$ cat src/design/mvm_fifo.sv
// small first-word fall-through queue
module mvm_fifo #(
    parameter int WIDTH = 8,
    parameter int DEPTH = 4
) (
    input  logic             clk,
    input  logic             rst_n,
    input  logic             push,
    input  logic [WIDTH-1:0] din,
    output logic             full,
    input  logic             pop,
    output logic [WIDTH-1:0] dout,
    output logic             empty
);

    localparam int PTR_W = (DEPTH > 1) ? $clog2(DEPTH) : 1;
    localparam int CNT_W = $clog2(DEPTH + 1);

    logic [WIDTH-1:0] mem [DEPTH];
    logic [PTR_W-1:0] wr_ptr_reg, wr_ptr_next;
    logic [PTR_W-1:0] rd_ptr_reg, rd_ptr_next;
    logic [CNT_W-1:0] cnt_reg, cnt_next;
    logic             do_push;
    logic             do_pop;

    assign full    = (cnt_reg == CNT_W'(DEPTH));
    assign empty   = (cnt_reg == '0);
    assign do_push = push && !full;
    assign do_pop  = pop && !empty;
    assign dout    = mem[rd_ptr_reg];

    always_comb
    begin
        wr_ptr_next = wr_ptr_reg;
        rd_ptr_next = rd_ptr_reg;
        cnt_next    = cnt_reg;
        if (do_push)
        begin
            wr_ptr_next = (wr_ptr_reg == PTR_W'(DEPTH - 1)) ? '0 : wr_ptr_reg + PTR_W'(1);
        end
        if (do_pop)
        begin
            rd_ptr_next = (rd_ptr_reg == PTR_W'(DEPTH - 1)) ? '0 : rd_ptr_reg + PTR_W'(1);
        end
        if (do_push && !do_pop)
        begin
            cnt_next = cnt_reg + CNT_W'(1);
        end
        else if (do_pop && !do_push)
        begin
            cnt_next = cnt_reg - CNT_W'(1);
        end
    end

    always_ff @(posedge clk or negedge rst_n)
    begin
        if (!rst_n)
        begin
            wr_ptr_reg <= '0;
            rd_ptr_reg <= '0;
            cnt_reg    <= '0;
        end
        else
        begin
            wr_ptr_reg <= wr_ptr_next;
            rd_ptr_reg <= rd_ptr_next;
            cnt_reg    <= cnt_next;
        end
    end

    always_ff @(posedge clk)
    begin
        if (do_push)
        begin
            mem[wr_ptr_reg] <= din;
        end
    end

endmodule

$ cat config.mk
export PLATFORM = sky130hd
export DESIGN_NAME = mvm_fifo
export DESIGN_NICKNAME = d
export VERILOG_FILES = /design/src/design/mvm_fifo.sv
export SDC_FILE = /design/constraint.sdc
export NUM_CORES = 1
export LEC_CHECK = 0
export ABC_AREA = 0
export BUFFER_PORTS_ARGS = -buffer_cell sky130_fd_sc_hd__buf_2
export CORE_MARGIN = 4
export CORE_UTILIZATION = 55
export DETAILED_ROUTE_END_ITERATION = 16
export PLACE_DENSITY = 0.77
export SETUP_SLACK_MARGIN = 0.05
export SKIP_LAST_GASP = 1
export SLEW_MARGIN = 20
export SYNTH_ARGS = -nofsm -noshare
export SYNTH_HDL_FRONTEND = slang
export SYNTH_SLANG_ARGS = --single-unit
$ cat constraint.sdc
create_clock -name clk -period 5.24 [get_ports clk]
set_clock_uncertainty 0.1 [all_clocks]
set_input_delay 1.048 -clock clk [delete_from_list [all_inputs] [get_ports clk]]
set_output_delay 1.048 -clock clk [all_outputs]
set_load 0.02 [all_outputs]
==> results.yml <==
run_status:
  outcome: "completed"
clock_network:
  clockBufferDepth: 2
  h-tree-depth: 2
  clkSlewWorstSetupHoldPaths_ps: 110
  clockRootBuffer: "clkbuf_4"
  ctsResizeCount: 0
  cts_post_setup_buffers_inserted: 0
  clock_latency_ps: 340
  cts-buffers-inserted: 5
  clock-sinks: 39
  cts_tree: "yes"
  ctsHoldBuffers: 0
synthesis:
  ys_seq_area_share_pct: 70.1
  async_flop_share_pct: 17.9
  syn_inst: 79
  synth_nets: 98
  synth_area_um2: 1620
  ys.flop_type: "edfxtp_1"
  avgSynthCellArea_um2: 20.5
  synth.top_cells.by_count: "edfxtp_1 (32), mux4_2 (8), dfrtp_1 (7)"
  yosysTopAreaCell: "edfxtp_1"
  ys_warn_count: 0
  yosysUniqueCellTypes: 19
  yosys-top-cells-area: "edfxtp_1 (59%), mux4_2 (11%), dfrtp_1 (11%)"
  yosysTopAreaCellShare_pct: 59.3
  synth.ff_latch_count: 39
  synth_enable_flop_cells: 32
  synth.most_common_cell: "edfxtp_1"
drt:
  first_pass_iters: 4
  drc: 0
  ant_nets: 0
  wl_per_cell_um: 16.9
  via_per_inst: 5.44
  finalWirelength_mm: 2.30
  vias: 740
  drtIter0Drc: 24
pwr:
  leakage_nw: 0.696
  power_density_nw_per_um2: 567
  irDropWorstVdd_v: 0.000375
placed_design:
  dpl.hpwl_mm: 1.60
  port-buffer-count: 21
  place_congestion: 0.683
critical_path:
  r2r-start: "cnt_reg[2]"
  cp-start-kind: "flop"
  reg2reg_to: "cnt_reg[2]"
  arrival_ps: 1800
  cp-end-kind: "output port"
  ff2ff_path_depth: 8
  critPathMaxFanout: 11
  critPathRequiredTime_ps: 4090
  r2r_slack_ps: 3090
  critical_path_class: "reg -> out"
global_route:
  grt_pass1_vias: 808
  grt_use_total_pct: 13.5
  grt_start_max_net_pins: 13
  grt_pass1_wl_mm: 3.91
  antenna_found_initial: 0
  overflow: 0
sta:
  hold_ws_ps: 403
  hold_violations: 0
  slew_violations: 0
  finalSetupViolCount: 0
  slew_headroom_pct: 62.9
  period_minus_slack_ps: 2950
  worstMarginPinSlew_ps: 557
  rsz0062_at_grt: "false"
  fmax_ghz: 0.340
  fin_setup_tns_ps: 0
  fin_crit_sh_pct: 56.2
cells_and_area:
  largest_reg_flops: 32
  syn_to_final_growth_pct: 12.4
  antenna_cells: 0
  nNetsFinal: 123
  drive_gt1_share_pct: 45.7
job:
  cap_viol_max_count: 0
worst_hold_path:
  holdPathStages: 1
  min_to: "cnt_reg[2]"
  hp-start: "cnt_reg[2]"
  hp-class: "reg -> reg"
die:
  ios: 22
  die-width_um: 62.3
  start_util_pct: 58.3
  rows: 19
  die_y_um: 62.3
  core_um2: 2780
  dieArea_um2: 3880
through the flow:
stage	power (mW)	instance area, µm²	cells	util (%)	worst slack (ps)
6_report	1.03	1820	136	65.5	2290
3_5_place_dp	0.857	1740	128	62.7	2500
3_3_place_gp	0.845	1740	128	62.7	2550
4_1_cts	1.05	1820	136	65.5	2230
5_1_grt	1.10	1820	136	65.5	2140
2_1_floorplan	0.764	1620	79	-	2780
layer usage:
metal / share of wire (%) / track usage (%) / vias up
li1: - / - / 351
met1: 41 / 15.4 / 366
met2: 50 / 21.4 / 17
met3: 6.4 / 6.31 / 6
met4: 2.0 / 6.37 / 0
met5: 0 / 0 / -
layout make-up:
class	count	area [µm²]
Sequential cell	39	1140
Fill cell	185	961
Multi-Input combinational cell	34	453
Timing Repair Buffer	21	105
Clock inverter	3	38.8
Tap cell	31	38.8
Clock buffer	5	37.5
Inverter	3	11.3
placed cells by master, fill, tap and decap left out, types with 2 or more instances in the layout:
cell	instances
mux2_4	2
edfxtp_1	32
ha_1	6
dfrtp_1	7
inv_1	3
clkbuf_4	5
mux2_2	3
buf_2	21
and2_2	4
xor2_1	2
mux4_2	8
nor2_1	3
report_power, final:
| group | internal, mW | switching, mW | total [mW] |
|---|---|---|---|
| logic | 0.180 | 0.168 | 0.349 |
| registers | 0.419 | 0.0718 | 0.491 |
| clock network | 0.0981 | 0.0944 | 0.193 |
| total | 0.698 | 0.334 | 1.03 |
cells by family after synthesis:
group                      share of synthesized area, %
DFF                                                70.1
muxes                                              15.1
and+or+nand+nor                                    5.41
adders and majority gates                          5.87
buffers and inverters                              1.93
xor gates and xnor gates                           1.62
worst max-delay path: stages (launching register included):
cell and delay [ps]:
dfrtp_1 710, mux4_2 570, buf_2 170
how the worst max path moves through the flow:
stage | from | end | slack [ps] | cells past startpoint
after detailed placement | push | cnt_reg[2] | 2500 | 8
after floorplan | push | cnt_reg[1] | 2780 | 6
after CTS | rd_ptr_reg[0] | dout[4] | 2230 | 2
after global placement | push | cnt_reg[2] | 2550 | 8
after global routing | rd_ptr_reg[0] | dout[0] | 2140 | 2
final | rd_ptr_reg[0] | dout[4] | 2290 | 2
Power figures use the tool's default switching activity.
