### config.mk
export PLATFORM = sky130hd
export DESIGN_NAME = mvm_front
export DESIGN_NICKNAME = d
export VERILOG_FILES = /design/src/design/mvm_pkg.sv /design/src/design/mvm_front.sv
export SDC_FILE = /design/constraint.sdc
export NUM_CORES = 1
export LEC_CHECK = 0
export BUFFER_PORTS_ARGS = -buffer_cell sky130_fd_sc_hd__buf_2
export CAP_MARGIN = 30
export CORE_UTILIZATION = 36
export CTS_CLUSTER_DIAMETER = 200
export CTS_CLUSTER_SIZE = 25
export DETAILED_ROUTE_END_ITERATION = 10
export PLACE_DENSITY = 0.91
export SLEW_MARGIN = 20
export SYNTH_ARGS = -nofsm -noshare
export SYNTH_HDL_FRONTEND = slang
export SYNTH_SLANG_ARGS = --single-unit
### constraint.sdc
create_clock -name clk -period 2.2 [get_ports clk]
set_clock_uncertainty 0.15 [all_clocks]
set_input_delay 0 -clock clk [delete_from_list [all_inputs] [get_ports clk]]
set_output_delay 0 -clock clk [all_outputs]
set_load 0.005 [all_outputs]
### src/design/mvm_pkg.sv
// shared types, constants and codes for the matrix-vector multiply block
package mvm_pkg;

    localparam int MAX_DIM_DEF   = 16;
    localparam int FRAC_BITS_DEF = 16;

    localparam int VALUE_W    = 32;
    localparam int SEL_W      = 4;
    localparam int REG_W      = 5;
    localparam int CFG_IDX_W  = 4;
    localparam int CFG_DATA_W = 32;
    localparam int ACC_W      = 64;

    localparam int CMD_DEPTH = 4;
    localparam int RES_DEPTH = 2;

    localparam logic [REG_W-1:0] REG_RESET   = 5'd16;
    localparam logic [REG_W-1:0] COUNT_LIMIT = 5'd31;

    // configuration register indexes
    localparam logic [CFG_IDX_W-1:0] REG_ROW_COUNT    = 4'd0;
    localparam logic [CFG_IDX_W-1:0] REG_COLUMN_COUNT = 4'd1;

    // request codes
    localparam logic REQ_MATRIX = 1'b0;
    localparam logic REQ_VECTOR = 1'b1;

    // result status codes
    localparam logic STATUS_OK       = 1'b0;
    localparam logic STATUS_MISMATCH = 1'b1;

    localparam logic signed [VALUE_W-1:0] DOT_MAX = 32'sh7fff_ffff;
    localparam logic signed [VALUE_W-1:0] DOT_MIN = 32'sh8000_0000;

    typedef enum logic [1:0] {
        CMD_MAT_WR,
        CMD_VEC_WR,
        CMD_VEC_RUN,
        CMD_MISMATCH
    } cmd_op_t;

    typedef enum logic [1:0] {
        BK_IDLE,
        BK_RUN,
        BK_DRAIN,
        BK_EMIT
    } back_state_t;

    typedef struct packed {
        cmd_op_t            op;
        logic [SEL_W-1:0]   row_sel;
        logic [SEL_W-1:0]   col_sel;
        logic [REG_W-1:0]   idx;
        logic [REG_W-1:0]   rows;
        logic [REG_W-1:0]   cols;
        logic [VALUE_W-1:0] data;
    } cmd_t;

    typedef struct packed {
        logic [SEL_W-1:0]          row_index;
        logic signed [VALUE_W-1:0] dot_value;
        logic                      saturated;
        logic                      status;
        logic                      last_result;
    } res_t;

endpackage

### src/design/mvm_front.sv
// front end: config registers, vector count and item classification
module mvm_front #(
    parameter int MAX_DIM = mvm_pkg::MAX_DIM_DEF
) (
    input  logic                             clk,
    input  logic                             rst_n,
    input  logic                             cfg_valid,
    output logic                             cfg_ready,
    input  logic [mvm_pkg::CFG_IDX_W-1:0]    cfg_index,
    input  logic [mvm_pkg::CFG_DATA_W-1:0]   cfg_data,
    input  logic                             push,
    input  logic                             req_type,
    input  logic [mvm_pkg::SEL_W-1:0]        row_sel,
    input  logic [mvm_pkg::SEL_W-1:0]        col_sel,
    input  logic signed [mvm_pkg::VALUE_W-1:0] value,
    input  logic                             is_final,
    input  logic                             cmd_full,
    output logic                             cmd_push,
    output mvm_pkg::cmd_t                    cmd_item
);

    import mvm_pkg::*;

    logic [REG_W-1:0] row_count_reg, row_count_next;
    logic [REG_W-1:0] column_count_reg, column_count_next;
    logic [REG_W-1:0] count_reg, count_next;
    logic [REG_W-1:0] rows_eff;
    logic [REG_W-1:0] cols_eff;
    logic [REG_W-1:0] count_inc;
    logic             accept;

    assign cfg_ready = 1'b1;
    assign accept    = push && !cmd_full;

    // clamp registers into 1..MAX_DIM
    always_comb
    begin
        if (row_count_reg == '0)
        begin
            rows_eff = REG_W'(1);
        end
        else if (int'(row_count_reg) > MAX_DIM)
        begin
            rows_eff = REG_W'(MAX_DIM);
        end
        else
        begin
            rows_eff = row_count_reg;
        end
        if (column_count_reg == '0)
        begin
            cols_eff = REG_W'(1);
        end
        else if (int'(column_count_reg) > MAX_DIM)
        begin
            cols_eff = REG_W'(MAX_DIM);
        end
        else
        begin
            cols_eff = column_count_reg;
        end
    end

    always_comb
    begin
        row_count_next    = row_count_reg;
        column_count_next = column_count_reg;
        if (cfg_valid && cfg_ready)
        begin
            case (cfg_index)
                REG_ROW_COUNT:    row_count_next    = cfg_data[REG_W-1:0];
                REG_COLUMN_COUNT: column_count_next = cfg_data[REG_W-1:0];
                default:          ;
            endcase
        end
    end

    always_comb
    begin
        count_inc        = (count_reg == COUNT_LIMIT) ? count_reg : count_reg + REG_W'(1);
        count_next       = count_reg;
        cmd_push         = 1'b0;
        cmd_item.op      = CMD_MAT_WR;
        cmd_item.row_sel = row_sel;
        cmd_item.col_sel = col_sel;
        cmd_item.idx     = count_reg;
        cmd_item.rows    = rows_eff;
        cmd_item.cols    = cols_eff;
        cmd_item.data    = value;
        if (accept)
        begin
            if (req_type == REQ_MATRIX)
            begin
                // writes outside the active size are dropped here
                cmd_push = (REG_W'(row_sel) < rows_eff) && (REG_W'(col_sel) < cols_eff);
            end
            else if (!is_final)
            begin
                cmd_item.op = CMD_VEC_WR;
                cmd_push    = (int'(count_reg) < MAX_DIM);
                count_next  = count_inc;
            end
            else
            begin
                cmd_item.op = (count_inc == cols_eff) ? CMD_VEC_RUN : CMD_MISMATCH;
                cmd_push    = 1'b1;
                count_next  = '0;
            end
        end
    end

    always_ff @(posedge clk or negedge rst_n)
    begin
        if (!rst_n)
        begin
            row_count_reg    <= REG_RESET;
            column_count_reg <= REG_RESET;
            count_reg        <= '0;
        end
        else
        begin
            row_count_reg    <= row_count_next;
            column_count_reg <= column_count_next;
            count_reg        <= count_next;
        end
    end

endmodule

==> impl_metrics.toml <==
[pwr]
seq_power_share_pct = 34.2
p_sw_uw = 389.7
pwr-share-comb_pct = 46.9
power_leakage_uw = 0.0009598
ir_drop_mv = 0.3679
switching_share_pct = 33.43
clkPwrFrac_pct = 18.9
powerDensity_nw_per_um2 = 617.8
intPower_uw = 776.1

[yosys]
syn-cell-area_um2 = 1425
yosys.area_share.xor_xnor_pct = 4.214
synth-edff-count = 0
synthFlopType = "dfrtp_1"
synthMuxAreaShare_pct = 9.921
synthesis.instances = 151
async_reset_ff_share_pct = 100.0
syn_avg_cell_area_um2 = 9.438
syn_nets = 241
yosysWarnings = 0
ys_seq_area_share_pct = 26.51
synth_fa_ha_area_share_pct = 6.146
synth.distinct_cells = 47
synth_top_family_by_area = "buffers and inverters"
synth_simple_gate_area_share_pct = 17.65
synth_compound_area_share_pct = 10.18
synth_seq_cells = 15

[critical_path]
cp_max_fo = 5
critPathBufInv = 1
cp_slowest_cell = "dfstp_2"
cp-start-kind = "flip-flop"
cp-end-kind = "output pin"
cp_data_arrival_time_ns = 1.96
max_stage_delay_ns = 0.59
path_class = "flip-flop to output pin"
critPathRequiredTime_ns = 2.05
path_delay_family = "compound AO/OA/AOI/OAI gates"
crit_chain = "or2b_1, ha_1, a21o_1, a21oi_1, o221ai_1, o22ai_1, buf_2"

[routing]
dr.pass1.iters = 4
drt_iter0_markers = 30
wl_per_cell_um = 13.36
vias = 1195
routed_via_density = 4.761
post-route-drc-count = 0
met3WireLength_um = 223
wirelength_um = 3353
drtAntennaViolNets = 0
wl_met2_um = 1670
met1_length_um = 1392
routed.top_layer = "met4"

[clock_tree]
ctsRootBufferMaster = "clkbuf_8"
clk_pin_slew_ns = 0.06
cts_sinks = 15
htreeDepth = 1
cts_buffers = 3
ctsLongestPathBuffers = 2
cts_tree = "yes"
worstSkewPairLatency_ns = 0.25

[global_route]
overflow = 0
grtUsageTotal_pct = 16.23
grt_max_degree = 16
grt_pass1_wl_um = 5133
antenna_found_initial = 0
grt_pass1_vias = 1147

[placed_design]
place_inst = 203
dp_hpwl_um = 2357
io_buffer_count = 49
gp_congestion = 0.7632

[finish]
drive_gt1_share_pct = 37.44
area.growth.synth_to_final_pct = 32.40
post-route-util_pct = 50.77
nets = 294
instances_no_fill = 251
diodes = 0

[job]
maxCapViolCount = 0

[timing]
rsz0062_at_grt = "true"
fin_crit_ns = 2.110
max_freq_mhz = 474.0
relSlewSlack_pct = 66.62
setup_viol_count_final = 0
maxSlewViolCount = 0
timing.final.hold_violations = 0
worstMarginPinSlew_ns = 0.4970
finalCritPeriodShare_pct = 95.90

[die]
ios = 142
coreArea_um2 = 3716
die_w_um = 64.92
die_area_um2 = 4214
die_y_um = 64.92
initial_utilization_pct = 38.35
rows = 22

[hold_path]
hold_class = "input port to flip-flop"

[status]
status = "complete, no violations"
[power by group through the flow]
stage / Sequential [uW] / Clock, uW / Combinational (uW)
floorplan: 387 / 0 / 356
global placement: 409 / 0 / 405
detailed placement: 412 / 0 / 426
CTS: 396 / 226 / 540
global route: 404 / 245 / 605
finish: 399 / 220 / 547
[repair_timing]
| action | in CTS | in global routing |
|---|---|---|
| resized for setup | 0 | 1 |
| setup buffers | 4 | 1 |
| endpoints found under the hold margin | 59 | 0 |
| setup endpoints to repair | 1 | 2 |
| hold buffers | 39 | 0 |
| pin swaps | 0 | 0 |
[cells by family after synthesis]
group | count (synthesis)
other | 1
buffers and inverters | 52
and+or+nand+nor | 38
muxes | 11
xor gates and xnor gates | 6
adders and majority gates | 7
AOI/OAI and AO/OA | 21
DFF | 15
[layout by cell type, fill, tap and decap left out, types with 4 or more instances in the layout]
master / count
o21ai_1: 4
nand2_1: 5
dlygate4sd3_1: 39
nor3_1: 5
mux2_1: 4
buf_2: 49
dfrtp_1: 13
ha_1: 6
inv_1: 6
buf_4: 4
nand2b_1: 4
a21oi_1: 7
nor2_1: 7
mux2_4: 5
[synthesized netlist by cell type, drive strengths merged (2+ instances only)]
master | count | area (um^2)
xor2 | 2 | 17.52
mux2 | 10 | 131.4
xnor2 | 4 | 42.55
nand2 | 7 | 36.29
buf | 43 | 324.1
nand2b | 5 | 38.78
nand3 | 2 | 10.01
nor2 | 7 | 26.28
dfrtp | 13 | 325.3
ha | 7 | 87.58
nor2b | 2 | 20.02
a21oi | 7 | 35.03
nor3 | 5 | 25.02
dfstp | 2 | 52.55
a21o | 2 | 15.01
clkbuf | 2 | 7.510
o21ai | 4 | 20.02
o22ai | 2 | 12.51
inv | 7 | 26.27
[layer usage]
metal	up-vias	GRT usage (%)
li1	578	-
met1	543	20.13
met2	66	27.86
met3	8	2.289
met4	0	6.667
met5	-	0
[worst min-delay path: stages]
cell and delay (ns):
buf_2 0.11, nor4_4 0.07, mux2_4 0.18
[final timing paths]
kind	start	endpoint	slack [ns]	cells past startpoint
max	column_count_reg[4]	cmd_push	0.09	7
min	cfg_index[3]	row_count_reg[1]	0.004	3
max reg2reg	count_reg[0]	count_reg[0]	0.58	6
min reg2reg	column_count_reg[0]	column_count_reg[0]	0.38	1
max in group asynchronous	rst_n	column_count_reg[4]	1.57	2
min in group asynchronous	rst_n	count_reg[2]	0.03	2
[through the flow]
stage                     setup WS, ns  power, uW  TNS (ns)  hold slack, ns  instance area, um^2
after global routing          -0.01441       1255  -0.01441         0.01082                 1887
final                          0.09015       1166         0        0.003698                 1887
after global placement          0.2505      814.4         0         -0.2327                 1399
after CTS                      0.05962       1161         0        0.007031                 1877
after floorplan                 0.5435      742.7         0         -0.4456                 1425
after detailed placement        0.2477      837.8         0         -0.2278                 1399
[cell type report]
cell class | count | area (um^2)
inverters | 7 | 26.28
multi-input cells | 84 | 691.9
clock buffers | 4 | 45.04
fillers | 351 | 1829
well taps | 48 | 60.06
flip-flops and latches | 15 | 377.9
repair buffers | 93 | 685.7
(Power assumes the default switching activity.)
